[src/rtl/core/fbpa_pkg.sv]
// ----------------------------------------------------------------------------
// fbpa_pkg
// Shared types and constants of the fixed block pool allocator.
// ----------------------------------------------------------------------------
package fbpa_pkg;

    localparam int POOL_DEPTH = 256;
    localparam int INDEX_WIDTH = $clog2(POOL_DEPTH);
    localparam int COUNT_WIDTH = INDEX_WIDTH + 1;
    localparam int ADDR_WIDTH = 32;
    localparam int SIZE_WIDTH = 16;
    localparam int PROD_WIDTH = INDEX_WIDTH + SIZE_WIDTH;
    localparam int REG_INDEX_WIDTH = 2;
    localparam int STATUS_WIDTH = 2;

    typedef enum logic [REG_INDEX_WIDTH-1:0] {
        REG_BASE_ADDRESS = 2'd0,
        REG_OBJECT_SIZE  = 2'd1,
        REG_OBJECT_COUNT = 2'd2
    } reg_index_t;

    typedef enum logic [STATUS_WIDTH-1:0] {
        STATUS_OK         = 2'd0,
        STATUS_EMPTY      = 2'd1,
        STATUS_MISALIGNED = 2'd2,
        STATUS_BAD_BLOCK  = 2'd3
    } status_t;

    typedef enum logic [2:0] {
        ST_IDLE,
        ST_ALLOC_READ,
        ST_ALLOC_MUL,
        ST_ALLOC_FINISH,
        ST_FREE_DIVIDE,
        ST_FREE_FINISH
    } state_t;

    typedef struct packed {
        logic div_start;
        logic alloc_read;
        logic alloc_mul;
        logic alloc_finish;
        logic free_finish;
    } command_t;

    typedef struct packed {
        logic div_done;
    } dp_status_t;

    localparam logic [ADDR_WIDTH-1:0] RESET_BASE = '0;
    localparam logic [SIZE_WIDTH-1:0] RESET_SIZE = 16'd256;
    localparam logic [COUNT_WIDTH-1:0] RESET_COUNT = COUNT_WIDTH'(POOL_DEPTH);

    function automatic logic [COUNT_WIDTH-1:0] eff_count(input logic [COUNT_WIDTH-1:0] c);
        logic [COUNT_WIDTH-1:0] r;
        r = c;
        if (c == '0) r = COUNT_WIDTH'(1);
        if (c > COUNT_WIDTH'(POOL_DEPTH)) r = COUNT_WIDTH'(POOL_DEPTH);
        return r;
    endfunction

    function automatic logic [SIZE_WIDTH-1:0] eff_size(input logic [SIZE_WIDTH-1:0] s);
        return (s == '0) ? SIZE_WIDTH'(1) : s;
    endfunction

endpackage

[src/rtl/core/fbpa_divider.sv]
// ----------------------------------------------------------------------------
// fbpa_divider
// Radix-2 restoring divider, one quotient bit per cycle.
// ----------------------------------------------------------------------------
module fbpa_divider
(
    input  logic                           clk,
    input  logic                           rst_n,
    input  logic                           start,
    input  logic [fbpa_pkg::ADDR_WIDTH-1:0] dividend,
    input  logic [fbpa_pkg::SIZE_WIDTH-1:0] divisor,
    output logic                           done,
    output logic [fbpa_pkg::ADDR_WIDTH-1:0] quotient,
    output logic [fbpa_pkg::SIZE_WIDTH-1:0] remainder
);
    import fbpa_pkg::*;

    localparam int CNT_WIDTH = $clog2(ADDR_WIDTH);

    logic                  run_reg, run_next;
    logic                  done_reg, done_next;
    logic [CNT_WIDTH-1:0]  cnt_reg, cnt_next;
    logic [ADDR_WIDTH-1:0] quo_reg, quo_next;
    logic [SIZE_WIDTH-1:0] rem_reg, rem_next;
    logic [SIZE_WIDTH-1:0] dsr_reg, dsr_next;
    logic [SIZE_WIDTH:0]   trial;
    logic [SIZE_WIDTH:0]   diff;

    always_comb
    begin
        trial = {rem_reg, quo_reg[ADDR_WIDTH-1]};
        diff = trial - {1'b0, dsr_reg};
        run_next = run_reg;
        done_next = 1'b0;
        cnt_next = cnt_reg;
        quo_next = quo_reg;
        rem_next = rem_reg;
        dsr_next = dsr_reg;
        if (start)
        begin
            run_next = 1'b1;
            cnt_next = '0;
            quo_next = dividend;
            rem_next = '0;
            dsr_next = divisor;
        end
        else if (run_reg)
        begin
            if (trial >= {1'b0, dsr_reg})
            begin
                rem_next = diff[SIZE_WIDTH-1:0];
                quo_next = {quo_reg[ADDR_WIDTH-2:0], 1'b1};
            end
            else
            begin
                rem_next = trial[SIZE_WIDTH-1:0];
                quo_next = {quo_reg[ADDR_WIDTH-2:0], 1'b0};
            end
            cnt_next = cnt_reg + CNT_WIDTH'(1);
            if (cnt_reg == CNT_WIDTH'(ADDR_WIDTH - 1))
            begin
                run_next = 1'b0;
                done_next = 1'b1;
            end
        end
    end

    always_ff @(posedge clk or negedge rst_n)
    begin
        if (!rst_n)
        begin
            run_reg <= 1'b0;
            done_reg <= 1'b0;
            cnt_reg <= '0;
        end
        else
        begin
            run_reg <= run_next;
            done_reg <= done_next;
            cnt_reg <= cnt_next;
        end
    end

    always_ff @(posedge clk)
    begin
        quo_reg <= quo_next;
        rem_reg <= rem_next;
        dsr_reg <= dsr_next;
    end

    assign done = done_reg;
    assign quotient = quo_reg;
    assign remainder = rem_reg;

`ifndef ASSERT_OFF
    a_done_after_run: assert property (@(posedge clk) disable iff (!rst_n)
        done_reg |-> !run_reg && $past(run_reg))
        else $error("divider done without a finished run");
`endif

endmodule

[src/rtl/core/fbpa_ctrl.sv]
// ----------------------------------------------------------------------------
// fbpa_ctrl
// Request sequencer of the block pool allocator.
// ----------------------------------------------------------------------------
module fbpa_ctrl
(
    input  logic                 clk,
    input  logic                 rst_n,
    input  logic                 start,
    input  logic                 operation,
    input  fbpa_pkg::dp_status_t dp_status,
    output fbpa_pkg::command_t   command,
    output logic                 busy
);
    import fbpa_pkg::*;

    state_t state_reg, state_next;

    always_ff @(posedge clk or negedge rst_n)
    begin
        if (!rst_n)
            state_reg <= ST_IDLE;
        else
            state_reg <= state_next;
    end

    always_comb
    begin
        state_next = state_reg;
        command = '0;
        case (state_reg)
            ST_IDLE:
            begin
                if (start)
                begin
                    if (operation)
                    begin
                        command.div_start = 1'b1;
                        state_next = ST_FREE_DIVIDE;
                    end
                    else
                        state_next = ST_ALLOC_READ;
                end
            end
            ST_ALLOC_READ:
            begin
                command.alloc_read = 1'b1;
                state_next = ST_ALLOC_MUL;
            end
            ST_ALLOC_MUL:
            begin
                command.alloc_mul = 1'b1;
                state_next = ST_ALLOC_FINISH;
            end
            ST_ALLOC_FINISH:
            begin
                command.alloc_finish = 1'b1;
                state_next = ST_IDLE;
            end
            ST_FREE_DIVIDE:
            begin
                if (dp_status.div_done)
                    state_next = ST_FREE_FINISH;
            end
            ST_FREE_FINISH:
            begin
                command.free_finish = 1'b1;
                state_next = ST_IDLE;
            end
            default:
                state_next = ST_IDLE;
        endcase
    end

    assign busy = (state_reg != ST_IDLE);

`ifndef ASSERT_OFF
    a_finish_returns_idle: assert property (@(posedge clk) disable iff (!rst_n)
        (command.alloc_finish || command.free_finish) |=> state_reg == ST_IDLE)
        else $error("finish step did not return to idle");
`endif

endmodule

[src/rtl/core/fbpa_datapath.sv]
// ----------------------------------------------------------------------------
// fbpa_datapath
// Registers, free-index queue, in-use map, divider and result registers.
// ----------------------------------------------------------------------------
module fbpa_datapath
(
    input  logic                                clk,
    input  logic                                rst_n,
    input  logic                                write_enable,
    input  logic [fbpa_pkg::REG_INDEX_WIDTH-1:0] write_index,
    input  logic [fbpa_pkg::ADDR_WIDTH-1:0]      write_data,
    input  logic [fbpa_pkg::ADDR_WIDTH-1:0]      block_address,
    input  fbpa_pkg::command_t                  command,
    output fbpa_pkg::dp_status_t                dp_status,
    output logic                                done,
    output logic [fbpa_pkg::STATUS_WIDTH-1:0]    status,
    output logic [fbpa_pkg::ADDR_WIDTH-1:0]      result_address,
    output logic [fbpa_pkg::INDEX_WIDTH-1:0]     block_index,
    output logic [fbpa_pkg::COUNT_WIDTH-1:0]     free_blocks,
    output logic [fbpa_pkg::COUNT_WIDTH-1:0]     used_blocks
);
    import fbpa_pkg::*;

    logic [ADDR_WIDTH-1:0]  base_reg;
    logic [SIZE_WIDTH-1:0]  size_reg;
    logic [COUNT_WIDTH-1:0] count_reg;
    logic [INDEX_WIDTH-1:0] head_reg, head_next;
    logic [INDEX_WIDTH-1:0] tail_reg, tail_next;
    logic [COUNT_WIDTH-1:0] free_reg, free_next;
    logic [COUNT_WIDTH-1:0] used_reg, used_next;
    logic [POOL_DEPTH-1:0]  in_use_reg, in_use_next;
    logic [POOL_DEPTH-1:0]  written_reg, written_next;
    logic                   init;
    logic [COUNT_WIDTH-1:0] init_count;

    logic [INDEX_WIDTH-1:0] queue_mem [POOL_DEPTH];
    logic [INDEX_WIDTH-1:0] rd_data_reg;
    logic                   fresh_reg;
    logic [INDEX_WIDTH-1:0] idx_reg;
    logic [PROD_WIDTH-1:0]  prod_reg;
    logic                   queue_write;

    logic [SIZE_WIDTH-1:0]  size_eff;
    logic [COUNT_WIDTH-1:0] count_eff;
    logic [ADDR_WIDTH-1:0]  offset;
    logic [ADDR_WIDTH-1:0]  quotient;
    logic [SIZE_WIDTH-1:0]  remainder;
    logic                   div_done;
    logic [INDEX_WIDTH-1:0] free_idx;
    logic                   free_ok;

    logic                   done_reg, done_next;
    logic [STATUS_WIDTH-1:0] status_reg, status_next;
    logic [ADDR_WIDTH-1:0]  addr_reg, addr_next;
    logic [INDEX_WIDTH-1:0] bidx_reg, bidx_next;

    assign size_eff = eff_size(size_reg);
    assign count_eff = eff_count(count_reg);
    assign offset = block_address - base_reg;
    assign init = write_enable && (write_index == REG_OBJECT_COUNT);
    assign init_count = eff_count(write_data[COUNT_WIDTH-1:0]);

    fbpa_divider u_divider
    (
        .clk       (clk),
        .rst_n     (rst_n),
        .start     (command.div_start),
        .dividend  (offset),
        .divisor   (size_eff),
        .done      (div_done),
        .quotient  (quotient),
        .remainder (remainder)
    );

    assign dp_status.div_done = div_done;

    always_ff @(posedge clk or negedge rst_n)
    begin
        if (!rst_n)
        begin
            base_reg <= RESET_BASE;
            size_reg <= RESET_SIZE;
            count_reg <= RESET_COUNT;
        end
        else if (write_enable)
        begin
            case (write_index)
                REG_BASE_ADDRESS: base_reg <= write_data;
                REG_OBJECT_SIZE:  size_reg <= write_data[SIZE_WIDTH-1:0];
                REG_OBJECT_COUNT: count_reg <= write_data[COUNT_WIDTH-1:0];
                default:          ;
            endcase
        end
    end

    assign free_idx = quotient[INDEX_WIDTH-1:0];
    assign free_ok = (remainder == '0)
                     && (quotient < {{(ADDR_WIDTH-COUNT_WIDTH){1'b0}}, count_eff})
                     && in_use_reg[free_idx];
    assign queue_write = command.free_finish && free_ok;

    always_comb
    begin
        head_next = head_reg;
        tail_next = tail_reg;
        free_next = free_reg;
        used_next = used_reg;
        in_use_next = in_use_reg;
        written_next = written_reg;
        done_next = 1'b0;
        status_next = status_reg;
        addr_next = addr_reg;
        bidx_next = bidx_reg;
        if (init)
        begin
            head_next = '0;
            tail_next = init_count[INDEX_WIDTH-1:0];
            free_next = init_count;
            used_next = '0;
            in_use_next = '0;
            written_next = '0;
        end
        else if (command.alloc_finish)
        begin
            done_next = 1'b1;
            addr_next = '0;
            bidx_next = '0;
            if (free_reg == '0)
                status_next = STATUS_EMPTY;
            else
            begin
                status_next = STATUS_OK;
                addr_next = base_reg + ADDR_WIDTH'(prod_reg);
                bidx_next = idx_reg;
                head_next = head_reg + INDEX_WIDTH'(1);
                free_next = free_reg - COUNT_WIDTH'(1);
                used_next = used_reg + COUNT_WIDTH'(1);
                in_use_next[idx_reg] = 1'b1;
            end
        end
        else if (command.free_finish)
        begin
            done_next = 1'b1;
            addr_next = '0;
            bidx_next = '0;
            if (remainder != '0)
                status_next = STATUS_MISALIGNED;
            else if (!free_ok)
                status_next = STATUS_BAD_BLOCK;
            else
            begin
                status_next = STATUS_OK;
                bidx_next = free_idx;
                in_use_next[free_idx] = 1'b0;
                written_next[tail_reg] = 1'b1;
                tail_next = tail_reg + INDEX_WIDTH'(1);
                free_next = free_reg + COUNT_WIDTH'(1);
                if (used_reg != '0)
                    used_next = used_reg - COUNT_WIDTH'(1);
            end
        end
    end

    always_ff @(posedge clk or negedge rst_n)
    begin
        if (!rst_n)
        begin
            head_reg <= '0;
            tail_reg <= RESET_COUNT[INDEX_WIDTH-1:0];
            free_reg <= RESET_COUNT;
            used_reg <= '0;
            in_use_reg <= '0;
            written_reg <= '0;
            done_reg <= 1'b0;
        end
        else
        begin
            head_reg <= head_next;
            tail_reg <= tail_next;
            free_reg <= free_next;
            used_reg <= used_next;
            in_use_reg <= in_use_next;
            written_reg <= written_next;
            done_reg <= done_next;
        end
    end

    always_ff @(posedge clk)
    begin
        if (queue_write)
            queue_mem[tail_reg] <= free_idx;
        if (command.alloc_read)
        begin
            rd_data_reg <= queue_mem[head_reg];
            fresh_reg <= !written_reg[head_reg];
        end
        if (command.alloc_mul)
        begin
            idx_reg <= fresh_reg ? head_reg : rd_data_reg;
            prod_reg <= PROD_WIDTH'(fresh_reg ? head_reg : rd_data_reg)
                        * PROD_WIDTH'(size_eff);
        end
        status_reg <= status_next;
        addr_reg <= addr_next;
        bidx_reg <= bidx_next;
    end

    assign done = done_reg;
    assign status = status_reg;
    assign result_address = addr_reg;
    assign block_index = bidx_reg;
    assign free_blocks = free_reg;
    assign used_blocks = used_reg;

`ifndef ASSERT_OFF
    a_counts_balance: assert property (@(posedge clk) disable iff (!rst_n)
        free_reg + used_reg == count_eff)
        else $error("free and used counts do not add up to the pool size");

    a_used_matches_map: assert property (@(posedge clk) disable iff (!rst_n)
        COUNT_WIDTH'($countones(in_use_reg)) == used_reg)
        else $error("used count disagrees with the in-use map");

    a_empty_keeps_state: assert property (@(posedge clk) disable iff (!rst_n)
        (command.alloc_finish && free_reg == '0 && !init) |=> $stable(head_reg))
        else $error("allocate from an empty pool moved the queue head");
`endif

endmodule

[src/rtl/core/fixed_block_pool_allocator.sv]
// ----------------------------------------------------------------------------
// fixed_block_pool_allocator
// Fixed-size block pool with a FIFO free list, in-use map and free checks.
// ----------------------------------------------------------------------------
//  channel   handshake            word
//  request   start & !busy        operation, block_address
//  result    done (one cycle)     status, result_address, block_index,
//                                 free_blocks, used_blocks
//  config    write_enable         write_index, write_data
//
// An allocate goes from acceptance to the done strobe through queue read,
// multiply and add. A free waits on the one-bit-per-cycle divider.
// Reset and a write of object_count rebuild the pool.
// The result is shown for one cycle; the receiver cannot stall it.
// ----------------------------------------------------------------------------
module fixed_block_pool_allocator
(
    input  logic                                clk,
    input  logic                                rst_n,
    input  logic                                start,
    output logic                                busy,
    input  logic                                operation,
    input  logic [fbpa_pkg::ADDR_WIDTH-1:0]      block_address,
    output logic                                done,
    output logic [fbpa_pkg::STATUS_WIDTH-1:0]    status,
    output logic [fbpa_pkg::ADDR_WIDTH-1:0]      result_address,
    output logic [fbpa_pkg::INDEX_WIDTH-1:0]     block_index,
    output logic [fbpa_pkg::COUNT_WIDTH-1:0]     free_blocks,
    output logic [fbpa_pkg::COUNT_WIDTH-1:0]     used_blocks,
    input  logic                                write_enable,
    input  logic [fbpa_pkg::REG_INDEX_WIDTH-1:0] write_index,
    input  logic [fbpa_pkg::ADDR_WIDTH-1:0]      write_data
);
    import fbpa_pkg::*;

    command_t   command;
    dp_status_t dp_status;

    fbpa_ctrl u_ctrl
    (
        .clk       (clk),
        .rst_n     (rst_n),
        .start     (start),
        .operation (operation),
        .dp_status (dp_status),
        .command   (command),
        .busy      (busy)
    );

    fbpa_datapath u_datapath
    (
        .clk            (clk),
        .rst_n          (rst_n),
        .write_enable   (write_enable),
        .write_index    (write_index),
        .write_data     (write_data),
        .block_address  (block_address),
        .command        (command),
        .dp_status      (dp_status),
        .done           (done),
        .status         (status),
        .result_address (result_address),
        .block_index    (block_index),
        .free_blocks    (free_blocks),
        .used_blocks    (used_blocks)
    );

endmodule

[config.mk]
export PLATFORM = sky130hd
export DESIGN_NAME = fixed_block_pool_allocator
export DESIGN_NICKNAME = d
export VERILOG_FILES = /design/src/rtl/core/fbpa_pkg.sv /design/src/rtl/core/fbpa_divider.sv /design/src/rtl/core/fbpa_ctrl.sv /design/src/rtl/core/fbpa_datapath.sv /design/src/rtl/core/fixed_block_pool_allocator.sv
export SDC_FILE = /design/constraint.sdc
export NUM_CORES = 2
export LEC_CHECK = 0
export BUFFER_PORTS_ARGS = -buffer_cell sky130_fd_sc_hd__buf_2
export CAP_MARGIN = 20
export CORE_MARGIN = 10
export CORE_UTILIZATION = 50
export CTS_BUF_LIST = sky130_fd_sc_hd__clkbuf_4
export CTS_CLUSTER_SIZE = 16
export DETAILED_ROUTE_END_ITERATION = 16
export PLACE_DENSITY_LB_ADDON = 0.25
export RECOVER_POWER = 25
export REMOVE_ABC_BUFFERS = 1
export SKIP_LAST_GASP = 1
export SLEW_MARGIN = 20
export SYNTH_ARGS = -nofsm -noshare
export SYNTH_HDL_FRONTEND = slang
export SYNTH_SLANG_ARGS = --single-unit
[constraint.sdc]
create_clock -name clk -period 12.6 [get_ports clk]
set_input_delay 0 -clock clk [delete_from_list [all_inputs] [get_ports clk]]
set_output_delay 0 -clock clk [all_outputs]
set_load 0.02 [all_outputs]
Yosys cells after proc, flatten, opt, wreduce, memory -nomap -nowiden
Memory sizes are Yosys's and may differ from the RTL's. A register that Yosys moved wholly into a read port is not among the register bits.
Cells that the tools add are included.
Widths: inputs -> output; s select.
{ "totals": {"ram_bits": 2048, "memories": 1, "register_bits": 753, "wordCells": 191, "output_inout_bits": 62} }
{ "classes": {"n_lt_le_gt_ge": 11, "n_bitwise": 5, "n_eq_ne": 15, "mul": 1, "n_reduce_logical": 35, "n_addsub": 10, "n_mux": 90} }
{ "mem_list": {"columns": ["memory", "depth", "width", "read_ports", "rd_ports_with_merged_regs", "write_ports", "line", "rtl"], "rows": [
  ["u_datapath.queue_mem", 256, 8, 1, 1, 1, "fbpa_datapath.sv:36", "logic [INDEX_WIDTH-1:0] queue_mem [POOL_DEPTH];"]
]} }
{ "ops": {"columns": ["op", "count"], "rows": [
  ["$mux 256", 11],
  ["$or 256x256->256", 2],
  ["$and 256x256->256", 1],
  ["$not 256->256", 1],
  ["$mux 32", 5],
  ["$mux 9", 17],
  ["$mux 8", 15],
  ["$lt 8x9->1 const B", 4],
  ["$add 32x24->32", 1],
  ["$logic_not 16->1", 2],
  ["$lt 32x9->1", 1],
  ["$mux 16", 2],
  ["$sub 32x32->32", 1],
  ["$logic_not 9->1", 3],
  ["$mux 1", 25],
  ["$demux 1 s8", 3],
  ["$ge 8x1->1 const B", 3],
  ["$mul 24x16->24", 1],
  ["$add 9x1->9 const B", 2],
  ["$gt 9x9->1 const B", 2],
  ["$sub 9x1->9 const B", 2],
  ["$ge 17x16->1", 1],
  ["$add 8x1->8 const B", 2],
  ["$bmux 1 s8", 2],
  ["other kinds (27)", 58]
]} }

Depth between registers and ports, before layout
{ "logic_depth": {"ltp_word": 11, "mapped_depth": 24, "depth_no_buf": 21} }

Hierarchy
From an unflattened synthesis, not the netlist that was laid out.
{ "hier_totals": {"cells_unflattened": 7494, "hier_area_um2": 124200.4} }
{ "by_module_without_submodules": {"columns": ["mod", "instances", "cells_per_inst", "area_each_um2"], "rows": [
  ["fbpa_datapath", 1, 7157, 120282.9],
  ["fbpa_divider", 1, 319, 3738.6],
  ["fbpa_ctrl", 1, 18, 178.9]
]} }

Worst setup path before layout
No wires, ideal clock.
{ "synth_path": {"path_kind": "register to register", "from": "register u_datapath.u_divider.quo_reg[1] (netlist: u_datapath.u_divider.quotient[1])", "to": "memory u_datapath.queue_mem[117][0] (netlist name), enable pin", "synth_period_minus_slack_ns": 6.872, "t_arrival_ns": 6.587, "setup_ns": 0.286, "path_stages_with_launch": 14, "required_ns": 12.314, "slack_ns": 5.728, "path_buffers": 5, "cell_sequence": "edfxtp_1 buf_2 clkbuf_1 clkbuf_1 mux4_2 a221oi_1 o22ai_1 or4_4 nand3_1 nand2b_1 nand3b_1 buf_2 buf_1 nor2_1"} }
{ "synth_between": {"elab_chain_len": 6, "elab_cells_between_ends": 8, "classes_between": "order compare: 1; mux: 4; reduce/logical: 3"} }
{ "synth_lines": {"columns": ["item", "line", "rtl"], "rows": [
  ["from (decl)", "fbpa_divider.sv:23", "logic [ADDR_WIDTH-1:0] quo_reg, quo_next;"],
  ["from (signal assigned)", "fbpa_divider.sv:86", "quo_reg <= quo_next;"],
  ["$lt 32x9->1 or $bmux 1 s8 (tied branches)", "fbpa_datapath.sv:98, fbpa_datapath.sv:99", null],
  ["$logic_and 1x1->1 or $mux 1 (tied branches)", "fbpa_datapath.sv:98, fbpa_datapath.sv:99", null],
  ["$logic_and 1x1->1 *", "fbpa_datapath.sv:99", "&& in_use_reg[free_idx];"],
  ["$logic_and 1x1->1 *", "fbpa_datapath.sv:100", "assign queue_write = command.free_finish && free_ok;"],
  ["$mux 1 *", "fbpa_datapath.sv:190", "if (queue_write)"],
  ["$mux 1 (not written as such) *", "fbpa_datapath.sv:191", "queue_mem[tail_reg] <= free_idx;"],
  ["to (decl)", "fbpa_datapath.sv:36", null]
]} }
Mark *: on every way between the ends. The rest lies on a longest branch, timed or not. The select of a mux whose other input is x is not followed.

Worst setup path after layout
{ "layout_path": {"from": "register u_datapath.u_divider.quo_reg[4] (netlist: u_datapath.u_divider.quotient[4])", "to": "memory u_datapath.queue_mem[158][4] (netlist name), enable pin"} }
Same word-level chain as after synthesis.

==> out/metrics.csv <==
metric,value,unit
Mapped Cells,7350,
Initial Util,50.3,%
combinational power share,28.2,%
"Power, Total",27.2,mW
DRT iter0 DRCs,9515,
Largest register FFs,2048,
CP max FO,73,
internal power,18.4,mW
Layout Nets,8449,
cell family with most CP delay,buffers and inverters,
DRC,0,
I/O Buffers,132,
io pins,133,
min Tclk post-route,8.69,ns
CTS tree,built,
largest net degree at the start of global routing,244,
"Worst Path Class, Setup",flip-flop to flip-flop,
die width,512,um
clock latency on the worst-skew pair,1.50,ns
syn_area_per_cell,16.5,um2
Max Freq,115,MHz
global-route wire length before repair,508000,um
Die ar.,0.262,mm2
Final Util,56.7,%
TritonCTS Buffers,720,
worst min path class,input port to flip-flop,
max-cap violations,23,
fin. max-slew vios,1409,
sequential element share of the synthesized area,67.0,%
RSZ-0062 raised after global routing,false,
number of flops mapped to enable cells by yosys,2179,
maximum vdd drop,176,uV
via count,74100,
Std-Cell Rows,180,
clock share of power,28.5,%
CP Capture Type,flip-flop,
H-tree Lvls,6,
#FFs+latches synth,2809,
All-Layer GR Usage,25.8,%
TritonRoute pass-1 iters,10,
async set-reset flop share out of synthesis,21.9,%
grt ovf,0,
crit path max-delay cell type,clkbuf_1,
power per cell area,199,mW/mm2
setup violators final,0,
Routability Congestion,0.914,
WL/cell,28.9,um
CTS Hold Bufs,246,
Final Hold Vio Count,0,
outcome,"finished, violations left",
post-CTS setup buffers,0,
mean number of vias per cell,6.23,
CP bufs+invs,3,
synth warn,0,
final antenna-violating net count,0,
Clock transition at path regs,0.07,ns
Worst setup SP type,flip-flop,
Switching Share,32.4,%
Tcrit/Tclk final,69.0,%
clock sink total,2809,
CP arrival,9.69,ns
synthesis-to-layout area growth,12.9,%
Psw,8.84,mW
Most used DFF post-synth,edfxtp_1,
drt total wl,343000,um
Core ar.,0.241,mm2
vias in the first global route,74600,
placed wire-length estimate,211000,um
CTS Buffer Depth,4,
synth unique cells,78,
violated checks,"capacitance limit, slew limit",
worst-margin pin slew,5.99,ns
LEAKAGE,47.5,nW
"Critical Path, Cell by Cell",clkbuf_1 -> clkbuf_1 -> nand2b_1 -> a21oi_1 -> nand3_1 -> a41oi_1 -> or4_4 -> nand3_1 -> nand2b_1 -> nor2b_1 -> nand2_2 -> buf_4 -> nor2_1,
mapped cell area,0.121,mm2
initial antenna violation count,34,
CP peak stage delay,2.46,ns
clk root buf,clkbuf_4,
share of layout cells above drive strength 1,25.0,%
post_cts resized,0,
Die H,512,um
Slew headroom,-299,%
Setup Skew,0.221,ns
WP data required,13.60,ns
Seq pwr share,43.3,%
[routing by layer]
layer  up-vias  global-route usage (%)  share of wire (%)
met5         -                       0              0.077
met3       690                    7.95                 12
met1     38100                    36.6                 40
li1      30700                       -                  -
met4        22                    8.98                3.3
met2      4493                    38.2                 45
[power groups by stage]
stage	clock network [mW]	registers (mW)	logic (mW)
floorplan	0	13.1	5.81
global placement	0	11.9	7.39
detailed placement	0	11.9	7.49
CTS	7.91	11.7	7.68
global route	8.44	11.8	8.18
finish	7.77	11.8	7.68
[final cells by class]
cell class	count	area, um2
clock buffer	1014	7610
inverter	194	728
antenna	24	60.1
tap	3185	3990
timing repair buffer	529	4320
sequential	2809	81100
clock inverter	247	1430
multi-input combinational	3891	37400
fill	18500	104000
[cells in the mapped netlist (21+ instances only)]
library cell	count	area share [%]
a22oi_1	23	0.14
nand2b_1	32	0.17
nand2_1	598	1.9
nor2_1	415	1.3
xnor2_1	49	0.35
a21oi_1	242	1.0
a21o_1	51	0.32
inv_1	191	0.59
ha_1	144	1.5
fa_1	89	1.5
buf_2	39	0.16
edfxtp_1	2179	54
clkbuf_1	320	0.99
nor2b_1	67	0.35
mux4_2	802	15
o211ai_1	113	0.70
xor2_1	53	0.38
a31oi_1	27	0.14
a211oi_1	131	0.81
mux2_2	28	0.26
nor3_1	76	0.31
nor4_1	29	0.15
mux2i_1	67	0.55
buf_1	77	0.24
and3_1	21	0.11
and2_1	92	0.48
dfrtp_1	611	13
nand3_1	54	0.22
o21ai_0	496	2.1
[logic make-up (layout without fill, tap and decap cells)]
logic type / Yosys count / in the layout / synth area share (%)
DFF: 2809 / 2809 / 67.0
muxes: 897 / 897 / 15.7
AOI/OAI and AO/OA: 1196 / 1196 / 5.91
other: 0 / 24 / 0
and+or+nand+nor: 1463 / 1463 / 5.45
adders and majority gates: 233 / 233 / 2.96
buffers and inverters: 650 / 1984 / 2.15
xor gates and xnor gates: 102 / 102 / 0.738
[worst reg2reg max path, stage by stage, from the launching register on]
cell and delay, ns:
edfxtp_1 0.34, clkbuf_1 1.08, clkbuf_1 2.47, nand2b_1 0.72, a21oi_1 0.33, nand3_1 0.19
a41oi_1 0.35, or4_4 0.24, nand3_1 0.15, nand2b_1 0.64, nor2b_1 0.42, nand2_2 0.10
buf_4 0.41, nor2_1 0.84
[final timing paths]
kind	cells after the start	startpoint	to	slack (ns)
worst max-delay path	13	u_datapath.u_divider.quotient[4]	u_datapath.queue_mem[158][4]	3.91
worst min-delay path	5	write_data[15]	u_datapath.base_reg[15]	0.17
worst max register to register	13	u_datapath.u_divider.quotient[4]	u_datapath.queue_mem[158][4]	3.91
worst min register to register	2	u_datapath.written_reg[31]	u_datapath.written_reg[31]	0.48
max in group asynchronous	8	rst_n	u_datapath.in_use_reg[10]	5.14
min in group asynchronous	5	rst_n	u_datapath.base_reg[29]	2.66
[layout by cell type (no fill, tap or decap), drive strengths merged, types with 144 or more instances in the layout]
master	n
buf	204
ha	144
a21oi	242
nor2	416
o21ai	511
inv	205
clkbuf	1093
dlygate4sd3	245
nand2	599
edfxtp	2179
mux4	802
dfrtp	611
clkinv	215
[metrics by stage]
stage	setup TNS [ns]	setup slack, ns	instance area [um2]	hold WS, ns	std cells
after floorplan	-639.03	-19.22	119000	-0.296	6894
after global placement	0	6.35	125000	0.0725	10400
after detailed placement	0	6.45	125000	0.0842	10400
after global routing	0	3.50	137000	0.112	11900
after CTS	0	6.44	137000	0.00977	11900
final	0	3.91	137000	0.173	11900
(Power assumes the default switching activity.)
